[src/rtl/core/assert_macros.svh]
// Assertion macros used by the top-level RTL file.
`ifndef ASSERT_MACROS_SVH
`define ASSERT_MACROS_SVH

// Condition must never hold outside reset.
`define VBAS_ASSERT_NEVER(label, clk, rst_n, cond, msg) \
    label: assert property (@(posedge clk) disable iff (!rst_n) !(cond)) else $error(msg);

// Same-cycle implication.
`define VBAS_ASSERT_IMPLY(label, clk, rst_n, ante, cons, msg) \
    label: assert property (@(posedge clk) disable iff (!rst_n) (ante) |-> (cons)) else $error(msg);

// Next-cycle implication.
`define VBAS_ASSERT_NEXT(label, clk, rst_n, ante, cons, msg) \
    label: assert property (@(posedge clk) disable iff (!rst_n) (ante) |=> (cons)) else $error(msg);

`endif

[src/rtl/core/vbas_pkg.sv]
// Types and constants of the vector beam analog section.
`default_nettype none

package vbas_pkg;

    typedef enum logic [2:0] {
        MODE_WR_A  = 3'd0,
        MODE_WR_B  = 3'd1,
        MODE_CA2   = 3'd2,
        MODE_TICK  = 3'd3,
        MODE_RD_A  = 3'd4,
        MODE_RD_B  = 3'd5,
        MODE_FLUSH = 3'd6
    } mode_t;

    typedef enum logic [1:0] {
        KIND_READ     = 2'd0,
        KIND_SND_DATA = 2'd1,
        KIND_SND_ADDR = 2'd2,
        KIND_SEGMENT  = 2'd3
    } kind_t;

    // Port B bits 4:3 steer the sound chip bus
    localparam logic [1:0] BUS_PSG_RD = 2'b01;
    localparam logic [1:0] BUS_DATA   = 2'b10;
    localparam logic [1:0] BUS_ADDR   = 2'b11;

    // Port B bits 2:1 pick the sample-and-hold and pot channel
    localparam logic [1:0] MUX_Y   = 2'b00;
    localparam logic [1:0] MUX_REF = 2'b01;
    localparam logic [1:0] MUX_Z   = 2'b10;

    localparam logic [3:0] SND_REG_IO  = 4'd14;
    localparam logic [7:0] DAC_FLIP    = 8'h80;
    localparam logic [7:0] POT_CENTRE  = 8'h80;
    localparam logic [7:0] HOLD_CENTRE = 8'h80;

    typedef struct packed {
        mode_t             mode;
        logic [7:0]        value;
        logic signed [7:0] joy_x;
        logic signed [7:0] joy_y;
        logic [7:0]        psg_read_data;
        logic              t1_owns_pb7;
        logic              t1_pb7_level;
        logic              blank_from_shift;
        logic              shift_cb2_level;
        logic              handshake_cb2_level;
    } item_t;

    // Result from the port side (reads and sound bus beats)
    typedef struct packed {
        logic       valid;
        kind_t      kind;
        logic [7:0] data;
    } port_res_t;

    // Analog state the integrator needs
    typedef struct packed {
        logic              zero_on;
        logic              pb7;
        logic [6:0]        z_hold;
        logic signed [8:0] rate_x;
        logic signed [8:0] rate_y;
    } analog_t;

endpackage

`default_nettype wire

[src/rtl/core/vector_beam_analog_section_top.sv]
// Top level of the vector beam analog section: input register, result register.
//
//  channel  | dir | tdata                                   | tuser
//  ---------+-----+-----------------------------------------+------------
//  s_axis   | in  | value, joy_x, joy_y, psg_read_data, flags| mode (3)
//  m_axis   | out | data, seg_x0/y0/x1/y1, seg_intensity     | kind (2)
//
// One beat accepted per clock unless a stalled result and a full input register hold s_tready low.
// A beat passes through the input register and then the result register; the state update
// (beam add, saturate, screen compare) sits between them.
// Reset clears the latches, the Z hold and the beam, sets the other holds to centre, and drops any held item.
// A stalled result holds m_axis; the input register still takes one more beat.
`default_nettype none

module vector_beam_analog_section_top #(
    parameter int HALF_WIDTH  = 16500,
    parameter int HALF_HEIGHT = 20500,
    parameter int POS_BITS    = 24,
    localparam int OUT_BITS   = 8 + 4 * POS_BITS + 7,
    localparam int OUT_W      = ((OUT_BITS + 7) / 8) * 8
) (
    input  wire logic             clk,
    input  wire logic             rst_n,
    input  wire logic             s_tvalid,
    output logic                  s_tready,
    // value[7:0], joy_x[15:8], joy_y[23:16], psg_read_data[31:24], t1_owns_pb7[32],
    // t1_pb7_level[33], blank_from_shift[34], shift_cb2_level[35],
    // handshake_cb2_level[36], zero pad
    input  wire logic [39:0]      s_tdata,
    // mode[2:0]
    input  wire logic [2:0]       s_tuser,
    output logic                  m_tvalid,
    input  wire logic             m_tready,
    // data[7:0], seg_x0, seg_y0, seg_x1, seg_y1 (POS_BITS each), seg_intensity[6:0],
    // zero pad
    output logic [OUT_W-1:0]      m_tdata,
    // kind[1:0]
    output logic [1:0]            m_tuser
);

`include "assert_macros.svh"

    vbas_pkg::item_t     item_reg;
    logic                in_vld_reg, in_vld_next;
    logic                out_vld_reg, out_vld_next;
    logic                out_free, fire, s_beat;

    vbas_pkg::port_res_t port_res;
    vbas_pkg::analog_t   analog;
    logic                seg_vld;
    logic signed [POS_BITS-1:0] seg_x0, seg_y0, seg_x1, seg_y1;
    logic [6:0]          seg_z;

    vbas_pkg::kind_t            kind_reg;
    logic [7:0]                 data_reg;
    logic signed [POS_BITS-1:0] x0_reg, y0_reg, x1_reg, y1_reg;
    logic [6:0]                 z_reg;

    assign out_free = !out_vld_reg || m_tready;
    assign fire     = in_vld_reg && out_free;
    assign s_tready = !in_vld_reg || out_free;
    assign s_beat   = s_tvalid && s_tready;

    always_comb
    begin
        in_vld_next = in_vld_reg;
        if (s_beat)
        begin
            in_vld_next = 1'b1;
        end
        else if (fire)
        begin
            in_vld_next = 1'b0;
        end

        out_vld_next = out_vld_reg;
        if (fire)
        begin
            out_vld_next = port_res.valid || seg_vld;
        end
        else if (m_tready)
        begin
            out_vld_next = 1'b0;
        end
    end

    always_ff @(posedge clk or negedge rst_n)
    begin
        if (!rst_n)
        begin
            in_vld_reg  <= 1'b0;
            out_vld_reg <= 1'b0;
        end
        else
        begin
            in_vld_reg  <= in_vld_next;
            out_vld_reg <= out_vld_next;
        end
    end

    always_ff @(posedge clk)
    begin
        if (s_beat)
        begin
            item_reg.mode                <= vbas_pkg::mode_t'(s_tuser);
            item_reg.value               <= s_tdata[7:0];
            item_reg.joy_x               <= s_tdata[15:8];
            item_reg.joy_y               <= s_tdata[23:16];
            item_reg.psg_read_data       <= s_tdata[31:24];
            item_reg.t1_owns_pb7         <= s_tdata[32];
            item_reg.t1_pb7_level        <= s_tdata[33];
            item_reg.blank_from_shift    <= s_tdata[34];
            item_reg.shift_cb2_level     <= s_tdata[35];
            item_reg.handshake_cb2_level <= s_tdata[36];
        end
    end

    vbas_ports u_ports (
        .clk      (clk),
        .rst_n    (rst_n),
        .fire     (fire),
        .item     (item_reg),
        .port_res (port_res),
        .analog   (analog)
    );

    vbas_beam #(
        .HALF_WIDTH  (HALF_WIDTH),
        .HALF_HEIGHT (HALF_HEIGHT),
        .POS_BITS    (POS_BITS)
    ) u_beam (
        .clk     (clk),
        .rst_n   (rst_n),
        .fire    (fire),
        .item    (item_reg),
        .analog  (analog),
        .seg_vld (seg_vld),
        .seg_x0  (seg_x0),
        .seg_y0  (seg_y0),
        .seg_x1  (seg_x1),
        .seg_y1  (seg_y1),
        .seg_z   (seg_z)
    );

    // result payload; unused fields of a beat read as zero
    always_ff @(posedge clk)
    begin
        if (fire && seg_vld)
        begin
            kind_reg <= vbas_pkg::KIND_SEGMENT;
            data_reg <= '0;
            x0_reg   <= seg_x0;
            y0_reg   <= seg_y0;
            x1_reg   <= seg_x1;
            y1_reg   <= seg_y1;
            z_reg    <= seg_z;
        end
        else if (fire && port_res.valid)
        begin
            kind_reg <= port_res.kind;
            data_reg <= port_res.data;
            x0_reg   <= '0;
            y0_reg   <= '0;
            x1_reg   <= '0;
            y1_reg   <= '0;
            z_reg    <= '0;
        end
    end

    assign m_tvalid = out_vld_reg;
    assign m_tuser  = kind_reg;
    assign m_tdata  = {{(OUT_W-OUT_BITS){1'b0}}, z_reg, y1_reg, x1_reg, y0_reg, x0_reg,
                       data_reg};

    `VBAS_ASSERT_NEVER(a_one_source, clk, rst_n, port_res.valid && seg_vld, "two result sources at once")
    `VBAS_ASSERT_IMPLY(a_seg_only_tick_flush, clk, rst_n, in_vld_reg && (item_reg.mode != vbas_pkg::MODE_TICK) && (item_reg.mode != vbas_pkg::MODE_FLUSH), !seg_vld, "segment from a non-beam item")
    `VBAS_ASSERT_NEXT(a_result_lands, clk, rst_n, fire && (port_res.valid || seg_vld), m_tvalid, "result not presented")
    `VBAS_ASSERT_IMPLY(a_stall_cause, clk, rst_n, !s_tready, in_vld_reg && m_tvalid && !m_tready, "input stalled without a full pipeline")

endmodule

`default_nettype wire

[src/rtl/core/vbas_ports.sv]
// Port latches, sample-and-holds, sound bus and port reads.
`default_nettype none

module vbas_ports (
    input  wire logic               clk,
    input  wire logic               rst_n,
    input  wire logic               fire,
    input  wire vbas_pkg::item_t    item,
    output vbas_pkg::port_res_t     port_res,
    output vbas_pkg::analog_t       analog
);

    logic [7:0]        pa_reg, pa_next;
    logic [7:0]        pb_reg, pb_next;
    logic [7:0]        xh_reg, xh_next;
    logic [7:0]        ref_reg, ref_next;
    logic [7:0]        yh_reg, yh_next;
    logic [6:0]        zh_reg, zh_next;
    logic [7:0]        pot_reg, pot_next;
    logic signed [8:0] rate_x_reg, rate_x_next;
    logic signed [8:0] rate_y_reg, rate_y_next;
    logic [3:0]        sel_reg, sel_next;
    logic              zero_reg, zero_next;

    logic [7:0] pa_eff, pb_eff, xh_eff, rd_b;

    always_comb
    begin
        pa_next     = pa_reg;
        pb_next     = pb_reg;
        xh_next     = xh_reg;
        ref_next    = ref_reg;
        yh_next     = yh_reg;
        zh_next     = zh_reg;
        pot_next    = pot_reg;
        rate_x_next = rate_x_reg;
        rate_y_next = rate_y_reg;
        sel_next    = sel_reg;
        zero_next   = zero_reg;
        port_res    = '0;

        pa_eff = (item.mode == vbas_pkg::MODE_WR_A) ? item.value : pa_reg;
        pb_eff = (item.mode == vbas_pkg::MODE_WR_B) ? item.value : pb_reg;
        xh_eff = (item.mode == vbas_pkg::MODE_WR_A) ? (item.value ^ vbas_pkg::DAC_FLIP)
                                                    : xh_reg;

        rd_b = pb_reg;
        if (item.t1_owns_pb7)
        begin
            rd_b[7] = item.t1_pb7_level;
        end
        rd_b[5] = (pot_reg > xh_reg);

        unique case (item.mode)
            vbas_pkg::MODE_WR_A, vbas_pkg::MODE_WR_B:
            begin
                pa_next = pa_eff;
                pb_next = pb_eff;
                xh_next = xh_eff;

                // sound chip bus, using the freshly written latches
                unique case (pb_eff[4:3])
                    vbas_pkg::BUS_DATA:
                    begin
                        if (sel_reg != vbas_pkg::SND_REG_IO)
                        begin
                            port_res = '{1'b1, vbas_pkg::KIND_SND_DATA, pa_eff};
                        end
                    end
                    vbas_pkg::BUS_ADDR:
                    begin
                        if (pa_eff[7:4] == 4'h0)
                        begin
                            sel_next = pa_eff[3:0];
                            port_res = '{1'b1, vbas_pkg::KIND_SND_ADDR, pa_eff};
                        end
                    end
                    default:
                    begin
                    end
                endcase

                // multiplexer; bit 0 low enables the hold update
                unique case (pb_eff[2:1])
                    vbas_pkg::MUX_Y:
                    begin
                        pot_next = item.joy_x ^ vbas_pkg::POT_CENTRE;
                        if (!pb_eff[0])
                        begin
                            yh_next = xh_eff;
                        end
                    end
                    vbas_pkg::MUX_REF:
                    begin
                        pot_next = item.joy_y ^ vbas_pkg::POT_CENTRE;
                        if (!pb_eff[0])
                        begin
                            ref_next = xh_eff;
                        end
                    end
                    vbas_pkg::MUX_Z:
                    begin
                        pot_next = vbas_pkg::POT_CENTRE;
                        if (!pb_eff[0])
                        begin
                            zh_next = xh_eff[7] ? xh_eff[6:0] : 7'd0;
                        end
                    end
                    default:
                    begin
                        pot_next = vbas_pkg::POT_CENTRE;
                    end
                endcase

                rate_x_next = $signed({1'b0, xh_eff}) - $signed({1'b0, ref_next});
                rate_y_next = $signed({1'b0, ref_next}) - $signed({1'b0, yh_next});
            end
            vbas_pkg::MODE_CA2:
            begin
                zero_next = !item.value[0];
            end
            vbas_pkg::MODE_RD_A:
            begin
                port_res = '{1'b1, vbas_pkg::KIND_READ,
                             (pb_reg[4:3] == vbas_pkg::BUS_PSG_RD) ? item.psg_read_data
                                                                   : pa_reg};
            end
            vbas_pkg::MODE_RD_B:
            begin
                port_res = '{1'b1, vbas_pkg::KIND_READ, rd_b};
            end
            default:
            begin
            end
        endcase
    end

    always_ff @(posedge clk or negedge rst_n)
    begin
        if (!rst_n)
        begin
            pa_reg     <= '0;
            pb_reg     <= '0;
            xh_reg     <= vbas_pkg::HOLD_CENTRE;
            ref_reg    <= vbas_pkg::HOLD_CENTRE;
            yh_reg     <= vbas_pkg::HOLD_CENTRE;
            zh_reg     <= '0;
            pot_reg    <= vbas_pkg::POT_CENTRE;
            rate_x_reg <= '0;
            rate_y_reg <= '0;
            sel_reg    <= '0;
            zero_reg   <= 1'b0;
        end
        else if (fire)
        begin
            pa_reg     <= pa_next;
            pb_reg     <= pb_next;
            xh_reg     <= xh_next;
            ref_reg    <= ref_next;
            yh_reg     <= yh_next;
            zh_reg     <= zh_next;
            pot_reg    <= pot_next;
            rate_x_reg <= rate_x_next;
            rate_y_reg <= rate_y_next;
            sel_reg    <= sel_next;
            zero_reg   <= zero_next;
        end
    end

    assign analog = '{zero_reg, pb_reg[7], zh_reg, rate_x_reg, rate_y_reg};

endmodule

`default_nettype wire

[src/rtl/core/vbas_beam.sv]
// Beam integrator and line segment tracker.
`default_nettype none

module vbas_beam #(
    parameter int HALF_WIDTH  = 16500,
    parameter int HALF_HEIGHT = 20500,
    parameter int POS_BITS    = 24
) (
    input  wire logic                       clk,
    input  wire logic                       rst_n,
    input  wire logic                       fire,
    input  wire vbas_pkg::item_t            item,
    input  wire vbas_pkg::analog_t          analog,
    output logic                            seg_vld,
    output logic signed [POS_BITS-1:0]      seg_x0,
    output logic signed [POS_BITS-1:0]      seg_y0,
    output logic signed [POS_BITS-1:0]      seg_x1,
    output logic signed [POS_BITS-1:0]      seg_y1,
    output logic [6:0]                      seg_z
);

    localparam int CMP_W = (POS_BITS > 23) ? POS_BITS + 1 : 24;
    localparam logic signed [CMP_W-1:0] HW = CMP_W'(HALF_WIDTH);
    localparam logic signed [CMP_W-1:0] HH = CMP_W'(HALF_HEIGHT);

    logic signed [POS_BITS-1:0] beam_x_reg, beam_x_next, beam_y_reg, beam_y_next;
    logic signed [POS_BITS-1:0] start_x_reg, start_x_next, start_y_reg, start_y_next;
    logic signed [POS_BITS-1:0] end_x_reg, end_x_next, end_y_reg, end_y_next;
    logic signed [POS_BITS:0]   seg_rate_x_reg, seg_rate_x_next;
    logic signed [POS_BITS:0]   seg_rate_y_reg, seg_rate_y_next;
    logic [6:0]                 seg_z_reg, seg_z_next;
    logic                       drawing_reg, drawing_next;

    logic signed [POS_BITS:0]   sdx, sdy;
    logic signed [POS_BITS+1:0] sum_x, sum_y;
    logic signed [POS_BITS-1:0] new_x, new_y;
    logic                       unblanked, ramp, on_now, on_new;

    function automatic logic in_view(input logic signed [POS_BITS-1:0] x,
                                     input logic signed [POS_BITS-1:0] y);
        logic signed [CMP_W-1:0] xe;
        logic signed [CMP_W-1:0] ye;
        xe = CMP_W'(x);
        ye = CMP_W'(y);
        return (xe > -HW) && (xe < HW) && (ye > -HH) && (ye < HH);
    endfunction

    function automatic logic signed [POS_BITS-1:0] sat(input logic signed [POS_BITS+1:0] s);
        logic signed [POS_BITS-1:0] r;
        // top three bits agree: value fits
        if ((s[POS_BITS+1:POS_BITS-1] == 3'b000) || (s[POS_BITS+1:POS_BITS-1] == 3'b111))
        begin
            r = s[POS_BITS-1:0];
        end
        else if (s[POS_BITS+1])
        begin
            r = {1'b1, {(POS_BITS-1){1'b0}}};
        end
        else
        begin
            r = {1'b0, {(POS_BITS-1){1'b1}}};
        end
        return r;
    endfunction

    always_comb
    begin
        unblanked = item.blank_from_shift ? item.shift_cb2_level : item.handshake_cb2_level;
        ramp      = item.t1_owns_pb7 ? item.t1_pb7_level : analog.pb7;

        // under ZERO the step pulls the beam straight back to the origin
        if (analog.zero_on)
        begin
            sdx = -{beam_x_reg[POS_BITS-1], beam_x_reg};
            sdy = -{beam_y_reg[POS_BITS-1], beam_y_reg};
        end
        else if (ramp)
        begin
            sdx = '0;
            sdy = '0;
        end
        else
        begin
            sdx = (POS_BITS+1)'(analog.rate_x);
            sdy = (POS_BITS+1)'(analog.rate_y);
        end

        sum_x  = (POS_BITS+2)'(beam_x_reg) + (POS_BITS+2)'(sdx);
        sum_y  = (POS_BITS+2)'(beam_y_reg) + (POS_BITS+2)'(sdy);
        new_x  = sat(sum_x);
        new_y  = sat(sum_y);
        on_now = in_view(beam_x_reg, beam_y_reg);
        on_new = in_view(new_x, new_y);

        beam_x_next     = beam_x_reg;
        beam_y_next     = beam_y_reg;
        start_x_next    = start_x_reg;
        start_y_next    = start_y_reg;
        end_x_next      = end_x_reg;
        end_y_next      = end_y_reg;
        seg_rate_x_next = seg_rate_x_reg;
        seg_rate_y_next = seg_rate_y_reg;
        seg_z_next      = seg_z_reg;
        drawing_next    = drawing_reg;
        seg_vld         = 1'b0;

        if (item.mode == vbas_pkg::MODE_TICK)
        begin
            if (!drawing_reg)
            begin
                if (unblanked && on_now)
                begin
                    drawing_next    = 1'b1;
                    start_x_next    = beam_x_reg;
                    start_y_next    = beam_y_reg;
                    end_x_next      = beam_x_reg;
                    end_y_next      = beam_y_reg;
                    seg_rate_x_next = sdx;
                    seg_rate_y_next = sdy;
                    seg_z_next      = analog.z_hold;
                end
            end
            else if (!unblanked)
            begin
                seg_vld      = 1'b1;
                drawing_next = 1'b0;
            end
            else if ((sdx != seg_rate_x_reg) || (sdy != seg_rate_y_reg) ||
                     (analog.z_hold != seg_z_reg))
            begin
                // rate or intensity change closes the segment; restart if on screen
                seg_vld = 1'b1;
                if (on_now)
                begin
                    start_x_next    = beam_x_reg;
                    start_y_next    = beam_y_reg;
                    end_x_next      = beam_x_reg;
                    end_y_next      = beam_y_reg;
                    seg_rate_x_next = sdx;
                    seg_rate_y_next = sdy;
                    seg_z_next      = analog.z_hold;
                end
                else
                begin
                    drawing_next = 1'b0;
                end
            end

            beam_x_next = new_x;
            beam_y_next = new_y;
            if (drawing_next && on_new)
            begin
                end_x_next = new_x;
                end_y_next = new_y;
            end
        end
        else if ((item.mode == vbas_pkg::MODE_FLUSH) && drawing_reg)
        begin
            seg_vld      = 1'b1;
            start_x_next = end_x_reg;
            start_y_next = end_y_reg;
        end
    end

    always_ff @(posedge clk or negedge rst_n)
    begin
        if (!rst_n)
        begin
            beam_x_reg     <= '0;
            beam_y_reg     <= '0;
            start_x_reg    <= '0;
            start_y_reg    <= '0;
            end_x_reg      <= '0;
            end_y_reg      <= '0;
            seg_rate_x_reg <= '0;
            seg_rate_y_reg <= '0;
            seg_z_reg      <= '0;
            drawing_reg    <= 1'b0;
        end
        else if (fire)
        begin
            beam_x_reg     <= beam_x_next;
            beam_y_reg     <= beam_y_next;
            start_x_reg    <= start_x_next;
            start_y_reg    <= start_y_next;
            end_x_reg      <= end_x_next;
            end_y_reg      <= end_y_next;
            seg_rate_x_reg <= seg_rate_x_next;
            seg_rate_y_reg <= seg_rate_y_next;
            seg_z_reg      <= seg_z_next;
            drawing_reg    <= drawing_next;
        end
    end

    assign seg_x0 = start_x_reg;
    assign seg_y0 = start_y_reg;
    assign seg_x1 = end_x_reg;
    assign seg_y1 = end_y_reg;
    assign seg_z  = seg_z_reg;

endmodule

`default_nettype wire

[config.mk]
export PLATFORM = sky130hd
export DESIGN_NAME = vector_beam_analog_section_top
export DESIGN_NICKNAME = d
export VERILOG_FILES = /design/src/rtl/core/vbas_pkg.sv /design/src/rtl/core/vector_beam_analog_section_top.sv /design/src/rtl/core/vbas_ports.sv /design/src/rtl/core/vbas_beam.sv
export VERILOG_INCLUDE_DIRS = /design/src /design/src/rtl/core
export SDC_FILE = /design/constraint.sdc
export NUM_CORES = 1
export LEC_CHECK = 0
export ABC_AREA = 1
export BUFFER_PORTS_ARGS = -buffer_cell sky130_fd_sc_hd__buf_4
export CAP_MARGIN = 0
export CORE_MARGIN = 10
export CORE_UTILIZATION = 45
export CTS_CLUSTER_DIAMETER = 30
export DETAILED_ROUTE_END_ITERATION = 12
export GPL_ROUTABILITY_DRIVEN = 0
export PLACE_DENSITY = 0.64
export SLEW_MARGIN = 0
export SYNTH_ARGS = -nofsm -noshare
export SYNTH_HDL_FRONTEND = slang
export SYNTH_SLANG_ARGS = --single-unit
[constraint.sdc]
create_clock -name clk -period 7.8 [get_ports clk]
set_clock_uncertainty 0.1 [all_clocks]
set_input_delay 0.39 -clock clk [delete_from_list [all_inputs] [get_ports clk]]
set_output_delay 0.39 -clock clk [all_outputs]
set_load 0.01 [all_outputs]
After elaboration in Yosys (flattened, before gate mapping)
Cells that the tools add are included.

Add/subtract/negate cells: 6. Magnitude comparators: 9. Eq/ne operators: 27. Muxes and demuxes: 79. Bitwise gates (word level): 4. Reductions and logical operators: 44.

Operator list (number): $mux W24 (25); $mux W25 (14); $gt A24 B16 Y1 const B (4); $lt A24 B16 Y1 const B (4); $mux W8 (9); $mux W7 (8); $add A24 B25 Y26 (2); $ne A25 B25 Y1 (2); $neg A25 Y25 (2); $pmux W11 S3 (1); $mux W11 (2); $pmux W11 S2 (1); $ne A3 B3 Y1 const B (6); $reduce_and A6 Y1 (3); $sub A8 B8 Y9 (2); $mux W1 (17); $pmux W8 S2 (1); $eq A3 B3 Y1 const B (5); $logic_and A1 B1 Y1 (13); $reduce_bool A2 Y1 (5); $logic_not A3 Y1 (3); $gt A8 B8 Y1 (1); $reduce_and A4 Y1 (2); $logic_or A1 B1 Y1 (7); other kinds (17) (30).

Register bits: 435. Input port bits: 47. Word-level logic and storage cells: 210.

Depth between registers and ports, before layout
Gate-level depths: netlist of run 1.

Depth after elaboration: 14. Mapped depth: 39. Depth with buffers taken out: 38.

By module
From an unflattened synthesis of run 1, not the netlist that was laid out.

Cell total of the unflattened synthesis: 3683. Area, all modules: 26763.2 µm².

Modules (own cells, without submodules): vbas_beam (times used 1, cells an instance 2501, area each 15860.2 µm², sequential area each 5054.8 µm²); vector_beam_analog_section_top (times used 1, cells an instance 452, area each 5736.8 µm², sequential area each 4544.4 µm²); vbas_ports (times used 1, cells an instance 730, area each 5166.2 µm², sequential area each 1931.9 µm²).

Worst setup path before layout of run 1
No wires, ideal clock.

Kind: register -> register. From: register u_beam.beam_y_reg[1]. To: register x0_reg[0], enable pin. Setup time: 952 ps. Arrival: 4418 ps. Data required time: 6748 ps. Slack: 2331 ps. Cell stages (with the launch flop): 24. Clock period less this slack: 5469 ps. Cell sequence: dfrtp_1 -> inv_1 -> ha_1 -> nand2_1 -> nor2_1 -> nand2_1 -> nand2_1 -> nand3_1 -> nand2_1 -> nand2_1 -> nand2_1 -> nand2_1 -> nor2_1 -> nand2_1 -> nor2_1 -> nand3_1 -> nor2_1 -> nand3_1 -> nand2_1 -> nand2_1 -> nand2_1 -> buf_4 -> buf_2 -> nand2_1.

Word-level cells in the longest chain between the ends: 11.

Ends and longest elaborated chain: start: declaration (RTL line vbas_beam.sv:26) `logic signed [POS_BITS-1:0] beam_x_reg, beam_x_next, beam_y_reg, beam_y_next;`; start signal: assignment (RTL line vbas_beam.sv:183) `beam_y_reg <= beam_y_next;`; $neg A25 Y25 (RTL line vbas_beam.sv:75) `sdy = -{beam_y_reg[POS_BITS-1], beam_y_reg};`; $mux W25 (RTL line vbas_beam.sv:72) `if (analog.zero_on)`; $ne A25 B25 Y1 (RTL line vbas_beam.sv:128) `else if ((sdx != seg_rate_x_reg) || (sdy != seg_rate_y_reg) ||`; $logic_or A1 B1 Y1 (2 in series) (RTL line vbas_beam.sv:128); $mux W1 (RTL line vbas_beam.sv:128); $mux W1 (RTL line vbas_beam.sv:123) `else if (!unblanked)`; $mux W1 (RTL line vbas_beam.sv:109) `if (!drawing_reg)`; $mux W1 (RTL line vbas_beam.sv:107) `if (item.mode == vbas_pkg::MODE_TICK)`; $logic_and A1 B1 Y1 (RTL line vector_beam_analog_section_top.sv:148) `if (fire && seg_vld)`; $reduce_bool A2 Y1 (no line); end signal: assignment (RTL line vector_beam_analog_section_top.sv:152) `x0_reg <= seg_x0;`; end: declaration (RTL line vector_beam_analog_section_top.sv:56) `logic signed [POS_BITS-1:0] x0_reg, y0_reg, x1_reg, y1_reg;`.

No other way between the ends. A chain may end at the register's enable or synchronous reset.

Worst setup path after layout of run 1
From: register u_beam.beam_y_reg[1]. To: register u_beam.end_y_reg[3], in the netlist u_beam.seg_y1[3].

Word-level cells in the longest chain between the ends: 12. Elaborated cells between the ends (all ways): 33.

Ends and longest elaborated chain: $neg A25 Y25 (*) (RTL line vbas_beam.sv:75); $mux W25 (*) (RTL line vbas_beam.sv:72); via u_beam.sdy[16] (RTL line vbas_beam.sv:34) `logic signed [POS_BITS:0] sdx, sdy;`; $add A24 B25 Y26 / $ne A25 B25 Y1 (equally long branches) (RTL line vbas_beam.sv:89, vbas_beam.sv:128); $eq A3 B3 Y1 (tied with other cells) (RTL line vbas_beam.sv:51) `if ((s[POS_BITS+1:POS_BITS-1] == 3'b000) || (s[POS_BITS+1:POS_BITS-1] == 3'b111))`; $logic_or A1 B1 Y1 (on tied branches) (RTL line vbas_beam.sv:51, vbas_beam.sv:128); $mux W24 / $mux W1 (equally long branches) (RTL line vbas_beam.sv:51, vbas_beam.sv:128); $gt A24 B16 Y1 / $mux W1 (equally long branches) (RTL line vbas_beam.sv:45, vbas_beam.sv:123); $logic_and A1 B1 Y1 / $mux W1 (equally long branches) (RTL line vbas_beam.sv:45, vbas_beam.sv:109); $logic_and A1 B1 Y1 / $mux W1 (equally long branches) (RTL line vbas_beam.sv:45, vbas_beam.sv:107); $logic_and A1 B1 Y1 (RTL line vbas_beam.sv:151) `if (drawing_next && on_new)`; $ne A3 B3 Y1 (no line) / $reduce_bool A3 Y1 (equally long branches); $reduce_and A6 Y1 (no line); end signal: assignment (RTL line vbas_beam.sv:187) `end_y_reg <= end_y_next;`; end: declaration (RTL line vbas_beam.sv:28) `logic signed [POS_BITS-1:0] end_x_reg, end_x_next, end_y_reg, end_y_next;`.

The timed path passes the listed nets; every way through them passes the cells marked *. The select of a mux whose other input is x is not followed.

==> impl_results.md, run 1 <==
* Worst setup SP type: flip-flop
* Worst-Margin Slew at roughly 1.1 ns
* Number of global-route vias before repair at roughly 22,000
* R2R depth at 34
* Synth cell count leaders: 1,120 x nand2_1, 447 x inv_1, 342 x nor2_1, 342 x o21ai_0, 277 x dfrtp_1
* Post-synthesis xor/xnor area fraction at around 1.8%
* Synth async-reset ratio at between 60% and 70%
* Final period util at ~83%
* Final ANT Viol Nets at 0
* Seq/Total Area, Yosys at between 40 and 50%
* Pwr per Cell Area at 517.5 nW/um^2
* Mapped Area at around 26,000 um^2
* Worst hold margin at just over 0.2 ns
* Syn Inst Count at ~3,500
* First-pass GRT wire length at roughly 120,000 um
* CTS tree: built
* Crit-path slowest cell: nand3_2
* Postcts setup bufs at 0
* Mux share of post-synthesis cell area at less than 1%
* Final WS setup at approximately 1.4 ns
* Compound-Gate Fraction of Synth Area at ~10%
* Initial Utilization at 45.71%
* Reg2reg setup slack at 1.35 ns
* Syn avg cell area at approximately 7.4 um^2
* Largest net degree at the start of global routing at approximately 170
* Drt via density at between 5 and 6
* Minimum clock period at 6.450 ns
* Num CTS Buffers at 103
* Largest stage delay on the critical path at ~0.44 ns
* TritonRoute pass-1 iters at 5
* #FFs+latches synth at about 430
* Die Width at 260.0 um
* CTS clk-pin slew, worst paths at approximately 0.05 ns
* Synth area leaders: dfrtp_1 27%, edfxtp_1 17%, nand2_1 16%
* Mapped Nets at between 3,000 and 4,000
* Fmax achieved at 0.1550 GHz
* Root Driver: clkbuf_16
* Resize count post-CTS at 0
* Main combinational cell family by area after synthesis: simple AND/OR/NAND/NOR gates
* Post-Synth Simple-Gate Area at 30.61%
* Post-DP HPWL at around 53,000 um
* Core Rows at 87
* GRT Max-Usage Layer: met2
* Worst path arrival time at roughly 6.9 ns
* Hold Crit Class: in -> async
* Reg2Reg Launch Point: u_beam.beam_y_reg[1]
* Status: completed
* Hold Fails Final Rpt at 0
* Distinct cell type count after synthesis at around 60
* Area fraction of the dominant cell type after synthesis at a little over a quarter
* Largest register FFs at 40
* Die ar. at approximately 68,000 um^2
* Max VDD drop at 329.5 uV
* Layout cells sized above 1 at 11.73%
* Routing usage on met3 at around 3.8%
* LEAKAGE at 15.12 nW
* Max cap viols at 0
* Area grow syn2layout at 22.50%
* Max FO, Critical Path at 37
* Clock insertion delay at the later pin of the skew report at ~0.65 ns
* M1 GR Usage at just under 30%
* Syn. warnings at 0
* Initial DRC Count at between 1,500 and 2,000
* Clock sinks at between 400 and 500
* CP endpoint kind: flip-flop
* Gr ovfl total at 0
* DRC viols at 0
* Leading area contributor after synthesis: dfrtp_1
* Nets@finish at just under 4,000
* Chip height at 260.0 um
* H-tree Lvls at 3
* WL/cell at ~16 um
* Dpl ws at 1.425 ns
* Post-synthesis adder-cell area fraction at between 3 and 4%
* Crit Path Category: reg -> reg
* Most frequent cell after synthesis: nand2_1
* Antenna Cells at 0
* Main synth FF type: dfrtp_1
* Setup-failing EPs final at 0
* Global routing usage on met2 at about a third
* Core area at 56,710 um^2
* IO Pins at between 150 and 200
* Setup tns final at 0 ns
* RSZ-0062 raised after global routing: no
* Number of synthesized flops with an enable pin at between 100 and 150
* Slew margin rel. at 24.87%
* Capturing point of the worst reg2reg path: u_beam.seg_y1[3]
* Worst path required time at ~8 ns
* Final Max Slew Viols at 0
* Buffers on Ports at around 160
* Total number of vias at between 20,000 and 25,000
* CP most frequent cell: nand2_1
* Initial antenna violation count at 0
* Total track usage at 21.65%
* Clock buffer depth at 3
* Detailed Route WL at 73,650 um
## worst max-delay path: cells and delay by family (launching register included)
kind | cells | cell delay [ns]
buffers and inverters | 3 | 0.66
AND/OR/NAND/NOR | 29 | 4.41
adder cells (fa/ha/maj) | 2 | 0.65
flip-flops | 1 | 0.43
## kinds of logic after synthesis
kind of cell    count (synthesis)
flops                         434
simple gates                 1881
fa+ha+maj                      80
other cells                     1
mux                             4
xor+xnor                       54
compound gates                488
buf+inv                       580
## worst max-delay path by stage
stage / startpoint / to / slack (ns) / cells past startpoint
global placement: item_reg[4] / u_beam.seg_y1[17] / 1.53 / 29
CTS: item_reg[4] / u_beam.seg_y1[20] / 1.38 / 29
finish: u_beam.beam_y_reg[1] / u_beam.seg_y1[3] / 1.35 / 34
detailed placement: item_reg[4] / u_beam.seg_x1[7] / 1.43 / 29
global route: item_reg[4] / u_beam.seg_x1[20] / 0.70 / 31
floorplan: u_beam.beam_y_reg[1] / x0_reg[0] / 2.33 / 23
## through the flow
step / cells / util [%] / power, mW / area, um^2
after global routing: 4585 / 56.00 / 17.85 / 31760
after detailed placement: 4345 / 48.97 / 11.98 / 27770
final: 4585 / 56.00 / 16.43 / 31760
after floorplan: 3522 / - / 9.727 / 25920
after global placement: 4345 / 48.97 / 11.93 / 27770
after CTS: 4585 / 56.00 / 16.35 / 31760
## layout make-up
class / count / area, um^2
clock buffer: 121 / 2695
clock inverter: 75 / 848.3
fill: 5350 / 24960
inverter: 458 / 1719
multi-input combinational: 2508 / 12140
sequential: 434 / 11530
tap: 756 / 945.9
timing repair buffer: 233 / 1879
## per-layer routing
layer  share of wire, %  vias to the layer above
met2                 44                      775
met4                2.8                        0
li1                   -                    11850
met3                7.1                      134
met1                 46                    10720
met5                  0                        -
## report_power, final
group | internal (mW) | switching (mW) | leakage (nW)
clock network | 2.88 | 1.40 | 1.71
registers | 2.86 | 0.482 | 4.91
logic | 2.66 | 6.15 | 8.51
## timing repair
item                                    in CTS  in global routing
endpoints found under the setup margin       0                  0
hold endpoints to repair                   102                  0
hold buffers                                44                  0
## placed cells by master, fill, tap and decap left out, types with 10 or more instances in the layout
| cell | synthesis | layout |
|---|---|---|
| nand2_1 | 1120 | 1117 |
| inv_1 | 447 | 445 |
| o21ai_0 | 342 | 342 |
| nor2_1 | 342 | 339 |
| dfrtp_1 | 277 | 276 |
| nand3_1 | 234 | 234 |
| buf_4 | 9 | 187 |
| edfxtp_1 | 143 | 143 |
| clkbuf_16 | 0 | 103 |
| nand4_1 | 93 | 93 |
| a21oi_1 | 76 | 76 |
| ha_1 | 76 | 76 |
| dlygate4sd3_1 | 0 | 44 |
| xor2_1 | 35 | 35 |
| clkinv_2 | 0 | 24 |
| xnor2_1 | 19 | 19 |
| nor3_1 | 18 | 17 |
| nand3_2 | 13 | 13 |
| nand2_2 | 12 | 13 |
| clkbuf_1 | 60 | 13 |
| nor2_2 | 12 | 12 |
| nand3b_1 | 12 | 12 |
| clkinv_4 | 0 | 12 |
| bufinv_16 | 0 | 12 |
| clkinvlp_4 | 0 | 12 |
| inv_2 | 10 | 11 |
| dfxtp_1 | 10 | 10 |
Note: power is estimated with default switching activity, not from simulation.
==> inputs of run 2 (changes only) <==
ABC_AREA = 0   (was 1)
clock period = 6.6 ns   (was 7.8 ns; I/O delays follow)
==> impl_results.md, run 2 <==
* Setup-failing EPs final at 0 (unchanged)
* Buffers on Ports at 158 (unchanged)
* Postcts setup bufs at 0 (unchanged)
* Net Sw Power at 9.117 mW (+13%)
* Worst-Margin Slew at 1.115 ns (-0.001986 ns)
* Buf/Inv on CP at 3 (unchanged)
* First-pass GRT wire length at 122,900 um (+3.4%)
* Crit-path slowest cell: nor4_2
* Compound-Gate Fraction of Synth Area at 20.02% (+10 points)
* DRC viols at 0 (unchanged)
* Pwr per Cell Area at 616.7 nW/um^2 (+19%)
* Slew margin rel. at 25.36% (+0.49 points)
* Final period util at 96.13% (+13 points)
* WL/cell at 20.24 um (+26%)
* Max VDD drop at 566.8 uV (+72%)
* Final ANT Viol Nets at 0 (unchanged)
* Worst setup SP type: flip-flop
* Main combinational cell family by area after synthesis: compound AO/OA/AOI/OAI gates
* Mapped Nets at 2,895 (-21%)
* Max FO, Critical Path at 20 (-46%)
* Gr ovfl total at 0 (unchanged)
* Core area at 56,500 um^2 (-0.38%)
* IO Pins at 163 (unchanged)
* Combinational share of power at 57.4% (+3.8 points)
* Clock power share at 22.9% (-3.1 points)
* Fmax achieved at 0.1576 GHz (+1.7%)
* Syn avg cell area at 9.306 um^2 (+26%)
* Total number of vias at 22,609 (-3.7%)
* Minimum clock period at 6.344 ns (-0.1053 ns)
* Drt via density at 5.857 (+14%)
* Post-synthesis adder-cell area fraction at 4.002% (+0.025 points)
* Initial antenna violation count at 2 (+2)
* Final Max Slew Viols at 0 (unchanged)
* Clock insertion delay at the later pin of the skew report at 0.63 ns (-0.02 ns)
* Most frequent cell after synthesis: nand2_1
* Reg2reg setup slack at 0.26 ns (-1.09 ns)
* Total track usage at 22.69% (+1.0 points)
* TritonRoute pass-1 iters at 7 (+2)
* Die Width at 259.3 um (-0.29%)
* Max cap viols at 0 (unchanged)
* Clock sinks at 434 (unchanged)
* Final non-filler cell area at 32,010 um^2 (+0.79%)
* LEAKAGE at 14.26 nW (-5.7%)
* Distinct cell type count after synthesis at 97 (+64%)
* Layout cells sized above 1 at 17.49% (+5.8 points)
* Mux share of post-synthesis cell area at 4.920% (+4.7 points)
* Capturing point of the worst reg2reg path: u_beam.seg_y1[2]
* Worst path required time at 7.05 ns (-1.18 ns)
* Root Driver: clkbuf_16
* Seq pwr share at 19.7% (-0.7 points)
* Syn Inst Count at 2,768 (-21%)
* Detailed Route WL at 78,150 um (+6.1%)
* Setup tns final at 0 ns (unchanged)
* Worst path arrival time at 6.79 ns (-0.08 ns)
* Mapped Area at 25,760 um^2 (-0.64%)
* Switching part of the total power at 46.19% (-2.7 points)
* CP endpoint kind: flip-flop
* WP depth at 20 (-41%)
* RSZ-0062 raised after global routing: no
* Post-Synth Simple-Gate Area at 18.09% (-13 points)
* Reg2Reg Launch Point: u_beam.beam_x_reg[11]
* Num CTS Buffers at 92 (-11%)
* Worst Setup EP: u_beam.seg_y1[2]
* Internal power at 10.62 mW (+26%)
* Post-synthesis xor/xnor area fraction at 3.895% (+2.1 points)
* Antenna Cells at 0 (unchanged)
* Initial Utilization at 45.60% (-0.12 points)
* Area fraction of the dominant cell type after synthesis at 26.91% (+0.17 points)
* Largest stage delay on the critical path at 0.60 ns (+0.16 ns)
* Die ar. at 67,210 um^2 (-0.59%)
* Chip height at 259.3 um (-0.29%)
* Number of synthesized flops with an enable pin at 143 (unchanged)
* H-tree Lvls at 3 (unchanged)
* Seq/Total Area, Yosys at 44.76% (+0.29 points)
* Clock buffer depth at 3 (unchanged)
* Main synth FF type: dfrtp_1
* Synth async-reset ratio at 64.75% (unchanged)
* CTS clk-pin slew, worst paths at 0.05 ns (about the same)
* Leading area contributor after synthesis: dfrtp_1
* Worst path cell trace: nor4_2 > buf_4 > nand4_1 > mux2i_1 > o211ai_1 > ha_1 > nand2_1 > or3_1 > nand4bb_1 > o211ai_1 > xor2_2 > nand3_1 > a2111oi_1 > nand4_1 > o311ai_0 > buf_4 > and3_1 > buf_8 > mux2_2 > o21ai_1
* Nets@finish at 3,151 (-18%)
* Placed Area at 28,400 um^2 (+2.2%)
* Most frequent cells in the layout: 303 x nand2_1, 297 x buf_4, 276 x dfrtp_1
* Initial DRC Count at 2,243 (+19%)
* CP delay by family, top: simple AND/OR/NAND/NOR gates
* Largest register FFs at 40 (unchanged)
* Hold Crit Class: in -> async
* Largest net degree at the start of global routing at 174 (+5.5%)
* Synth area leaders: dfrtp_1 27%, edfxtp_1 17%, nand2_1 4.4%
* Hold Fails Final Rpt at 0 (unchanged)
* Post-DP HPWL at 56,060 um (+6.5%)
* CTS tree: built
* Syn. warnings at 0 (unchanged)
* Most common cell after layout, fill and taps aside: nand2_1
* Critical Path Start: u_beam.beam_x_reg[11]
* Worst hold margin at 0.2173 ns (+0.01140 ns)
* Area grow syn2layout at 24.26%
* Crit Path Category: reg -> reg
* Core Rows at 87 (unchanged)
* Fillers at 4,846 (-9.4%)
* #FFs+latches synth at 434 (unchanged)
* Number of global-route vias before repair at 22,184 (-0.17%)
* Status: completed
* R2R depth at 20 (-41%)
* Synth cell count leaders: 304 x nand2_1, 277 x dfrtp_1, 217 x o21ai_0
run 2: cell type report:
class,count,area [um^2],area share (%)
Tap cell,756,945.9,2.955
Inverter,89,334.1,1.044
Multi-Input combinational cell,2057,13230,41.34
Clock inverter,59,641.9,2.005
Clock buffer,115,2481,7.752
Timing Repair Buffer,350,2840,8.873
Sequential cell,434,11530,36.03
run 2: worst min path at each step:
stage / startpoint / endpoint / slack [ns] / cells past startpoint
final: rst_n / u_beam.seg_z[2] / 0.22 / 2
after global routing: s_tdata[23] / item_reg[20] / 0.32 / 2
after CTS: s_tdata[29] / item_reg[10] / 0.29 / 2
after detailed placement: rst_n / u_beam.seg_z[2] / 0.36 / 1
after floorplan: rst_n / in_vld_reg / -0.07 / 0
after global placement: rst_n / u_beam.seg_z[2] / 0.35 / 1
run 2: per-stage QoR:
step | cells | power [mW] | worst slack [ns] | util (%)
floorplan | 2768 | 11.09 | 0.5941 | -
global placement | 3642 | 14.49 | 0.2237 | 50.26
detailed placement | 3642 | 14.78 | 0.1597 | 50.26
CTS | 3860 | 19.43 | 0.06954 | 56.57
global route | 3860 | 20.97 | 0.003142 | 56.66
finish | 3860 | 19.74 | 0.2555 | 56.66
run 2: timing repair:
action                                 CTS  global route
resized for setup                        0            14
setup endpoints to repair                0            48
endpoints found under the hold margin  146             0
hold buffers                            44             0
run 2: metal layers:
layer  vias to the layer above  share of wire, %  track usage, %
met4                         2               4.5           11.48
met2                      1091                45           35.53
li1                      10615                 -               -
met5                         -             0.015               0
met1                     10683                42           29.43
met3                       218               8.8           4.674
run 2: cells by family (layout without fill, tap and decap cells):
kind of cell / Yosys count / in the layout
simple gates: 943 / 943
compound gates: 799 / 799
buf+inv: 277 / 613
flops: 434 / 434
xor+xnor: 113 / 113
fa+ha+maj: 80 / 80
mux: 121 / 121
other cells: 1 / 1
run 2: power by group through the flow:
stage	sequential, mW	clock [mW]	combinational, mW
after floorplan	3.72	0	7.37
after CTS	3.87	4.58	11.0
final	3.89	4.52	11.3
after detailed placement	3.90	0	10.9
after global routing	3.95	4.73	12.3
after global placement	3.88	0	10.6
